## src/hdl/cpi_pkg.sv

```systemverilog
// Package for the calorimeter pulse integrator: field widths, register
// indexes, reset values and internal types.
// No dependencies; used by calorimeter_pulse_integrator_unit.
package cpi_pkg;

    localparam int TAG_W    = 6;
    localparam int PED_W    = 20;
    localparam int GAIN_W   = 16;
    localparam int SLOT_W   = 5;
    localparam int ADC_W    = 16;
    localparam int LEVEL_W  = 21;
    localparam int CFG_W    = 21;
    localparam int CFG_IDX_W = 3;
    localparam int ENERGY_W = 32;
    localparam int QNS_W    = 10;

    localparam int CHARGE_W = 22;
    localparam int SUM_W    = 27;
    localparam int PROD_W   = SUM_W + GAIN_W + 1;

    localparam logic [SLOT_W:0] SAMPLE_SLOTS = (SLOT_W + 1)'(32);
    localparam logic [QNS_W-1:0] QNS_PER_SLOT = QNS_W'(25);
    localparam int ROUND_SHIFT = 12;

    localparam logic signed [SUM_W-1:0] SUM_MAX = {1'b0, {(SUM_W - 1){1'b1}}};
    localparam logic signed [SUM_W-1:0] SUM_MIN = {1'b1, {(SUM_W - 1){1'b0}}};

    typedef enum logic [CFG_IDX_W-1:0] {
        REG_MIN_SAMPLE = 3'd0,
        REG_MAX_SAMPLE = 3'd1,
        REG_ZS_ENABLE  = 3'd2,
        REG_ZS_LEVEL   = 3'd3,
        REG_BAD_CODE   = 3'd4
    } t_reg_idx;

    localparam logic [SLOT_W-1:0]  RST_MIN_SAMPLE = SLOT_W'(0);
    localparam logic [SLOT_W-1:0]  RST_MAX_SAMPLE = SLOT_W'(31);
    localparam logic [LEVEL_W-1:0] RST_ZS_LEVEL   = LEVEL_W'(160);
    localparam logic [ADC_W-1:0]   RST_BAD_CODE   = ADC_W'(65535);

    typedef struct packed {
        logic signed [SUM_W-1:0]    charge_sum;
        logic signed [CHARGE_W-1:0] peak_charge;
        logic [SLOT_W-1:0]          peak_slot;
        logic signed [CHARGE_W-1:0] previous_charge;
        logic                       bad_seen;
        logic                       above_level_seen;
    } t_win_state;

endpackage

```

## src/hdl/calorimeter_pulse_integrator_unit.sv

```systemverilog
// Calorimeter pulse integrator: windowed charge sum, peak time and energy.
// Depends on cpi_pkg for widths, register indexes and the state type.
//
//  channel   direction  handshake                 payload
//  in        request    i_in_valid / o_in_stall   tag, good, pedestal, gain, slot, adc
//  out       result     o_out_valid / i_out_stall result_tag, energy, peak_time_qns
//  cfg       write      i_cfg_we                  i_cfg_idx, i_cfg_data
//
// One request per cycle is taken while o_in_stall is low; a hit is output after its
// last-slot request passes the input register, window update, gain multiply and rounding.
// Reset clears configuration to defaults, window state and all valid bits.
// An output stall backs up through the four stages; bubbles are absorbed,
// so requests keep flowing while a finished hit waits.
module calorimeter_pulse_integrator_unit (
    input  logic                                 i_clk,
    input  logic                                 i_rst_n,
    input  logic                                 i_in_valid,
    output logic                                 o_in_stall,
    input  logic [cpi_pkg::TAG_W-1:0]            i_channel_tag,
    input  logic                                 i_channel_good,
    input  logic [cpi_pkg::PED_W-1:0]            i_pedestal,
    input  logic [cpi_pkg::GAIN_W-1:0]           i_gain,
    input  logic [cpi_pkg::SLOT_W-1:0]           i_sample_index,
    input  logic [cpi_pkg::ADC_W-1:0]            i_adc,
    output logic                                 o_out_valid,
    input  logic                                 i_out_stall,
    output logic [cpi_pkg::TAG_W-1:0]            o_result_tag,
    output logic signed [cpi_pkg::ENERGY_W-1:0]  o_energy,
    output logic [cpi_pkg::QNS_W-1:0]            o_peak_time_qns,
    input  logic                                 i_cfg_we,
    input  logic [cpi_pkg::CFG_IDX_W-1:0]        i_cfg_idx,
    input  logic [cpi_pkg::CFG_W-1:0]            i_cfg_data
);

    // configuration
    logic [cpi_pkg::SLOT_W-1:0]  r_min_sample;
    logic [cpi_pkg::SLOT_W-1:0]  r_max_sample;
    logic                        r_zs_enable;
    logic [cpi_pkg::LEVEL_W-1:0] r_zs_level;
    logic [cpi_pkg::ADC_W-1:0]   r_bad_code;

    // stage 1: input register
    logic                        r_v1;
    logic [cpi_pkg::TAG_W-1:0]   r_tag1;
    logic                        r_good1;
    logic [cpi_pkg::PED_W-1:0]   r_ped1;
    logic [cpi_pkg::GAIN_W-1:0]  r_gain1;
    logic [cpi_pkg::SLOT_W-1:0]  r_slot1;
    logic [cpi_pkg::ADC_W-1:0]   r_adc1;

    // window state
    cpi_pkg::t_win_state r_st;
    cpi_pkg::t_win_state n_st;

    // stage 2: hit capture
    logic                                 r_v2;
    logic [cpi_pkg::TAG_W-1:0]            r_tag2;
    logic [cpi_pkg::GAIN_W-1:0]           r_gain2;
    logic signed [cpi_pkg::SUM_W-1:0]     r_sum2;
    logic [cpi_pkg::QNS_W-1:0]            r_qns2;

    // stage 3: product
    logic                                 r_v3;
    logic [cpi_pkg::TAG_W-1:0]            r_tag3;
    logic signed [cpi_pkg::PROD_W-1:0]    r_prod3;
    logic [cpi_pkg::QNS_W-1:0]            r_qns3;

    // stage 4: output register
    logic                                 r_v4;
    logic [cpi_pkg::TAG_W-1:0]            r_tag4;
    logic signed [cpi_pkg::ENERGY_W-1:0]  r_energy4;
    logic [cpi_pkg::QNS_W-1:0]            r_qns4;

    logic rdy1, rdy2, rdy3, rdy4;
    logic take1, step1;

    logic                                 in_win;
    logic                                 win_start;
    logic                                 n_emit;
    logic signed [cpi_pkg::CHARGE_W-1:0]  charge;
    logic signed [cpi_pkg::CHARGE_W:0]    pair_sum;
    logic signed [cpi_pkg::SUM_W:0]       wide_sum;
    cpi_pkg::t_win_state                  base;
    logic signed [cpi_pkg::PROD_W-1:0]    n_prod;
    logic signed [cpi_pkg::PROD_W-1:0]    rounded;

    assign rdy4 = !r_v4 || !i_out_stall;
    assign rdy3 = !r_v3 || rdy4;
    assign rdy2 = !r_v2 || rdy3;
    assign rdy1 = !r_v1 || rdy2;
    assign o_in_stall = !rdy1;
    assign take1 = i_in_valid && rdy1;
    assign step1 = r_v1 && rdy2;

    always_comb begin
        in_win = ({1'b0, r_slot1} < cpi_pkg::SAMPLE_SLOTS)
              && (r_slot1 >= r_min_sample) && (r_slot1 <= r_max_sample);
        win_start = (r_slot1 == r_min_sample);
        base = win_start ? '0 : r_st;
        charge = $signed({2'b00, r_adc1, 4'b0000}) - $signed({2'b00, r_ped1});
        pair_sum = (cpi_pkg::CHARGE_W + 1)'(base.previous_charge)
                 + (cpi_pkg::CHARGE_W + 1)'(charge);
        n_st = base;
        if ((r_slot1 > r_min_sample)
            && (pair_sum > $signed({2'b00, r_zs_level}))) begin
            n_st.above_level_seen = 1'b1;
        end
        n_st.previous_charge = charge;
        if (r_adc1 == r_bad_code) begin
            n_st.bad_seen = 1'b1;
        end
        wide_sum = (cpi_pkg::SUM_W + 1)'(base.charge_sum)
                 + (cpi_pkg::SUM_W + 1)'(charge);
        if (!n_st.bad_seen) begin
            priority if (wide_sum > (cpi_pkg::SUM_W + 1)'(cpi_pkg::SUM_MAX)) begin
                n_st.charge_sum = cpi_pkg::SUM_MAX;
            end else if (wide_sum < (cpi_pkg::SUM_W + 1)'(cpi_pkg::SUM_MIN)) begin
                n_st.charge_sum = cpi_pkg::SUM_MIN;
            end else begin
                n_st.charge_sum = wide_sum[cpi_pkg::SUM_W-1:0];
            end
            if (charge > base.peak_charge) begin
                n_st.peak_charge = charge;
                n_st.peak_slot   = r_slot1;
            end
        end
        n_emit = in_win && (r_slot1 == r_max_sample) && !n_st.bad_seen && r_good1
              && !(r_zs_enable && !n_st.above_level_seen);
    end

    always_comb begin
        n_prod = cpi_pkg::PROD_W'(r_sum2) * cpi_pkg::PROD_W'($signed({1'b0, r_gain2}));
        rounded = r_prod3 + cpi_pkg::PROD_W'(2048);
    end

    always_ff @(posedge i_clk) begin
        if (!i_rst_n) begin
            r_min_sample <= cpi_pkg::RST_MIN_SAMPLE;
            r_max_sample <= cpi_pkg::RST_MAX_SAMPLE;
            r_zs_enable  <= 1'b0;
            r_zs_level   <= cpi_pkg::RST_ZS_LEVEL;
            r_bad_code   <= cpi_pkg::RST_BAD_CODE;
        end else if (i_cfg_we) begin
            unique case (cpi_pkg::t_reg_idx'(i_cfg_idx))
                cpi_pkg::REG_MIN_SAMPLE: r_min_sample <= i_cfg_data[cpi_pkg::SLOT_W-1:0];
                cpi_pkg::REG_MAX_SAMPLE: r_max_sample <= i_cfg_data[cpi_pkg::SLOT_W-1:0];
                cpi_pkg::REG_ZS_ENABLE:  r_zs_enable  <= i_cfg_data[0];
                cpi_pkg::REG_ZS_LEVEL:   r_zs_level   <= i_cfg_data[cpi_pkg::LEVEL_W-1:0];
                cpi_pkg::REG_BAD_CODE:   r_bad_code   <= i_cfg_data[cpi_pkg::ADC_W-1:0];
                default: ;
            endcase
        end
    end

    always_ff @(posedge i_clk) begin
        if (!i_rst_n) begin
            r_v1 <= 1'b0;
            r_v2 <= 1'b0;
            r_v3 <= 1'b0;
            r_v4 <= 1'b0;
            r_st <= '0;
        end else begin
            if (rdy1) begin
                r_v1 <= i_in_valid;
            end
            if (step1 && in_win) begin
                r_st <= n_st;
            end
            if (rdy2) begin
                r_v2 <= step1 && n_emit;
            end
            if (rdy3) begin
                r_v3 <= r_v2;
            end
            if (rdy4) begin
                r_v4 <= r_v3;
            end
        end
    end

    always_ff @(posedge i_clk) begin
        if (take1) begin
            r_tag1  <= i_channel_tag;
            r_good1 <= i_channel_good;
            r_ped1  <= i_pedestal;
            r_gain1 <= i_gain;
            r_slot1 <= i_sample_index;
            r_adc1  <= i_adc;
        end
        if (rdy2 && step1) begin
            r_tag2  <= r_tag1;
            r_gain2 <= r_gain1;
            r_sum2  <= n_st.charge_sum;
            r_qns2  <= cpi_pkg::QNS_W'(n_st.peak_slot) * cpi_pkg::QNS_PER_SLOT;
        end
        if (rdy3 && r_v2) begin
            r_tag3  <= r_tag2;
            r_prod3 <= n_prod;
            r_qns3  <= r_qns2;
        end
        if (rdy4 && r_v3) begin
            r_tag4    <= r_tag3;
            r_energy4 <= rounded[cpi_pkg::ROUND_SHIFT +: cpi_pkg::ENERGY_W];
            r_qns4    <= r_qns3;
        end
    end

    assign o_out_valid     = r_v4;
    assign o_result_tag    = r_tag4;
    assign o_energy        = r_energy4;
    assign o_peak_time_qns = r_qns4;

endmodule
```

## config.mk

```make
export PLATFORM = sky130hd
export DESIGN_NAME = calorimeter_pulse_integrator_unit
export DESIGN_NICKNAME = d
export VERILOG_FILES = /design/src/hdl/cpi_pkg.sv /design/src/hdl/calorimeter_pulse_integrator_unit.sv
export SDC_FILE = /design/constraint.sdc
export NUM_CORES = 2
export LEC_CHECK = 0
export ABC_AREA = 1
export ABC_CLOCK_PERIOD_IN_PS = 20400
export BUFFER_PORTS_ARGS = -buffer_cell sky130_fd_sc_hd__buf_2
export CORE_MARGIN = 2
export CORE_UTILIZATION = 56
export DETAILED_ROUTE_END_ITERATION = 6
export HOLD_SLACK_MARGIN = 0.08
export PLACE_DENSITY_LB_ADDON = 0.05
export RECOVER_POWER = 100
export SLEW_MARGIN = 20
export SYNTH_ARGS = -nofsm -noshare
export SYNTH_HDL_FRONTEND = slang
export SYNTH_SLANG_ARGS = --single-unit
```

## constraint.sdc

```tcl
create_clock -name i_clk -period 20.4 [get_ports i_clk]
set_clock_uncertainty 0.1 [all_clocks]
set_input_delay 1.02 -clock i_clk [delete_from_list [all_inputs] [get_ports i_clk]]
set_output_delay 1.02 -clock i_clk [all_outputs]
set_load 0.02 [all_outputs]
```

Word-level counts from Yosys, hierarchy flattened
Index checks and enable logic that the tools add are counted.

Bits in registers: 360. Bits of input ports: 93. Memories kept: 0. Output and inout bits: 50. Memory bits (writable): 0. Bits in latches: 0. Word-level logic and storage cells: 91. Bits in read-only memories: 0.

Div/mod/pow operators: 0. Equal/unequal tests: 7. Bitwise operators: 0. Reductions and logical operators: 33. Multipliers: 2. Multiplexer cells: 7. Order comparisons: 7. Shifts and indexed selects: 0. Add/sub/neg operators: 4.

Operator list (number): $mux 27 (3); $mux 78 (1); $mux 54 (1); $add 44x13->44 const B (1); $mul 27x17->44 (1); $add 27x21->28 (1); $gt 28x27->1 const B (1); $lt 28x27->1 const B (1); $add 22x21->23 (1); $gt 23x22->1 (1); $gt 21x22->1 (1); $sub 20x20->21 (1); $eq 16x16->1 (1); $logic_and 1x1->1 (14); $eq 5x5->1 (2); $mul 5x5->10 const B (1); $reduce_and 2->1 (5); $logic_not 1->1 (9); $eq 3x2->1 const B (2); $ge 5x5->1 (1); $gt 5x5->1 (1); $le 5x5->1 (1); $logic_or 1x1->1 (4); $eq 3x1->1 const B (1); 3 further kinds (4).

Longest topological paths before layout
Depth after elaboration: 11. Mapped depth: 38. Gate-level depth less buffers: 35.

Least setup slack after synthesis
Ideal clock, no wire load.

Path type: register to register. Start: reg r_gain2[7] in the netlist's numbering. End: reg r_prod3[39] in the netlist's numbering (data pin). Path buffers: 2. Data required time: 20035 ps. Library setup time: 265 ps. Arrival time: 6040 ps. Setup slack: 13995 ps. Cell stages (with the launch flop): 29. Clock period less this slack: 6405 ps. Cell sequence: edfxtp_1 > clkbuf_1 > clkbuf_1 > nand2_1 > fa_1 > inv_1 > fa_1 > inv_1 > fa_1 > inv_1 > fa_1 > inv_1 > fa_1 > inv_1 > fa_1 > ha_1 > a21oi_1 > inv_1 > a21oi_1 > inv_1 > a21oi_1 > o21ai_0 > a21oi_1 > inv_1 > nand2_1 > nand2_1 > a21oi_1 > o21ai_0 > xor2_1.

Word-level cells in the longest chain between the ends: 1.

RTL lines: from (decl) (RTL line calorimeter_pulse_integrator_unit.sv:58) `logic [cpi_pkg::GAIN_W-1:0] r_gain2;`; from (signal assigned) (RTL line calorimeter_pulse_integrator_unit.sv:192) `r_gain2 <= r_gain1;`; $mul 27x17->44 (RTL line calorimeter_pulse_integrator_unit.sv:132) `n_prod = cpi_pkg::PROD_W'(r_sum2) * cpi_pkg::PROD_W'($signed({1'b0, r_gain2}));`; named net n_prod (one bit) (RTL line calorimeter_pulse_integrator_unit.sv:84) `logic signed [cpi_pkg::PROD_W-1:0] n_prod;`; to (signal assigned) (RTL line calorimeter_pulse_integrator_unit.sv:198) `r_prod3 <= n_prod;`; to (decl) (RTL line calorimeter_pulse_integrator_unit.sv:65) `logic signed [cpi_pkg::PROD_W-1:0] r_prod3;`.

The timed path passes the listed nets, and every way through them passes these cells. A chain may end at the register's enable or synchronous reset.

==> results.json <==
{
  "status": "finished, violations left",
  "violations": "max-capacitance violations, max-slew violations",
  "insertion_delay_ns": 0.57,
  "antennaDiodeCount": 0,
  "fp.dieW_microns": 252,
  "cts.sinks": 349,
  "antenna_found_initial": 0,
  "yosysSeqAreaShare_pct": 26.8,
  "cp-end-kind": "flop",
  "cts_hold_buf": 0,
  "grt_max_degree": 84,
  "via_per_inst": 5.14,
  "fmax_ghz": 0.122,
  "worstReg2RegEnd": "r_qns2[9]",
  "setup_viol": 0,
  "cp.required_ns": 20.62,
  "holdPathStages": 0,
  "cts.clk_slew.worst_paths_ns": 0.06,
  "routed_wl_mm": 78.9,
  "fillers": 5503,
  "clockBufferDepth": 3,
  "synth_edf_count": 220,
  "ant_nets": 0,
  "netlist.top_cell.by_area": "fa_1",
  "post-dp-hpwl_mm": 63.5,
  "vias": 25600,
  "tns_ns": 0,
  "path_common_cell": "nand2_1",
  "yosysMostFrequentCell": "inv_1",
  "design.core.area_sq_mm": 0.0605,
  "fin_crit_sh_pct": 40.2,
  "rsz0062_at_grt": "no",
  "ios": 143,
  "first_pass_iters": 6,
  "seq_area_sq_mm": 0.00919,
  "grt_pass1_wl_mm": 131,
  "syn_nets": 4855,
  "final_layout_size_suffix_gt1_share_pct": 5.25,
  "synth_warnings": 0,
  "grt_use_total_pct": 25.8,
  "hp-class": "reg2reg",
  "period_minus_slack_ns": 8.20,
  "ys_ff_latch": 349,
  "avgSynthCellArea_sq_um": 8.35,
  "synth_area_leaders": "fa_1 (24%), edfxtp_1 (19%), inv_1 (11%)",
  "async_reset_ff_share_pct": 0,
  "die_area_sq_mm": 0.0633,
  "top_layer_used": "met4",
  "min_delay_worst_endpoint": "r_gain2[1]",
  "hold_viol": 0,
  "r2r_cells": 26,
  "synth_area_sq_mm": 0.0343,
  "initial_core_util_pct": 56.8,
  "slew_headroom_pct": -131,
  "routabilityCongestion": 0.914,
  "cp-start-kind": "flop",
  "grt_overflow": 0,
  "post-route-cell-area_sq_mm": 0.0367,
  "synth_top_area_share_pct": 24.5,
  "htree_levels": 2,
  "route.met2.wl_mm": 36.7,
  "die_h_microns": 252,
  "rows": 90,
  "cp.arrival_ns": 8.42,
  "slowest_delay_ns": 1.22,
  "wl_met3_mm": 4.04,
  "drv_slew": 518,
  "crit_type": "reg2reg",
  "tritoncts": "yes",
  "numCtsBuffers": 39,
  "worstMarginPinSlew_ns": 3.47,
  "final_nets": 4907,
  "synth_flop_cell": "edfxtp_1",
  "yosys-top-cells-count": "inv_1 (987), nand2_1 (897), fa_1 (420)",
  "placed_area_sq_mm": 0.0356,
  "cp_max_fo": 36,
  "drc": 0,
  "grt_pass1_vias": 25600,
  "wl_met1_mm": 36.1,
  "area_delta_synth_final_pct": 7.02,
  "synthDistinctLibCells": 58,
  "drtIter0Drc": 1626,
  "cap_violations": 11,
  "post_drt_wl_per_cell_microns": 15.9,
  "port_buffers": 142,
  "cts_root_buffer": "clkbuf_16",
  "multi_input_area_sq_mm": 0.0207,
  "slowest_stage": "nand3_1",
  "worstHoldStart": "r_gain1[1]",
  "rrSetupSlack_ns": 12.20,
  "syn-instance-count": 4111,
  "reg2reg_from": "r_adc1[9]",
  "cts_setup_buffers": 0,
  "cts_resized": 0
}
-- layout by cell type, fill, tap and decap left out, drive strengths merged, types with 23 or more instances in the layout --
master / netlist / layout
clkbuf: 144 / 117
nand3: 120 / 120
edfxtp: 220 / 220
fa: 420 / 420
xnor2: 51 / 51
nand2: 929 / 929
xor2: 89 / 89
inv: 993 / 996
nor2: 186 / 186
o211ai: 23 / 23
a21oi: 241 / 241
buf: 15 / 102
nand4: 57 / 57
ha: 231 / 231
dfxtp: 129 / 129
o21ai: 162 / 162
-- how the worst max path moves through the flow --
stage / startpoint / end / cells after the start
after floorplan: r_gain2[7] / r_prod3[39] / 28
after global placement: r_gain2[7] / r_prod3[39] / 26
after detailed placement: r_gain2[7] / r_prod3[39] / 26
after CTS: r_gain2[7] / r_prod3[39] / 26
after global routing: r_adc1[9] / r_qns2[9] / 27
final: r_adc1[9] / r_qns2[9] / 26
-- registers in the layout (all words and copies together) (netlist names), 6 cells and up --
name / count
r_prod3: 33
o_energy: 32
r_ped1: 20
r_tag1: 6
o_peak_time_qns: 10
r_zs_level: 21
r_tag2: 6
r_gain1: 16
r_bad_code: 16
r_gain2: 16
r_qns3: 10
r_adc1: 16
r_sum2: 27
r_qns2: 10
r_st: 77
r_tag3: 6
o_result_tag: 6
-- area by class of cell --
cell class	instances	area share [%]
multi-input combinational	2607	56.4
sequential	349	25.0
inverter	996	10.2
clock buffer	49	2.76
tap	782	2.66
timing repair buffer	170	2.23
clock inverter	20	0.753
-- layer usage --
layer	track usage [%]	up-vias
met2	43.1	614
met4	6.77	0
li1	-	12700
met5	0	-
met3	3.76	106
met1	35.3	12200
-- stage by stage --
step / worst slack (ns) / hold WS (ns) / util, % / instances
floorplan: 14.00 / 0.300 / - / 4111
global placement: 13.40 / 0.301 / 58.9 / 4904
detailed placement: 13.38 / 0.305 / 58.9 / 4904
CTS: 13.35 / 0.316 / 61.1 / 4973
global route: 11.67 / 0.325 / 60.8 / 4973
finish: 12.20 / 0.314 / 60.8 / 4973
-- cell families (layout without fill, tap and decap cells) --
kind of cell / after synthesis / in the layout / share of synthesized area [%]
buf+inv: 1155 / 1235 / 12.8
xor+xnor: 140 / 140 / 3.57
compound gates: 476 / 476 / 7.59
fa+ha+maj: 651 / 651 / 32.9
simple gates: 1340 / 1340 / 16.4
flops: 349 / 349 / 26.8
-- worst max-delay path, delay by kind of cell, from the launching register on --
family                   cells  cell delay [ns]
AO/OA/AOI/OAI                6             2.07
XOR/XNOR                     1             0.09
adder cells (fa/ha/maj)      6             2.12
buffers and inverters        2             0.13
flip-flops                   1             0.40
AND/OR/NAND/NOR             11             3.01
Power is not shown: default switching activity piles up to over one toggle a cycle in this logic, so the estimate is an artifact.
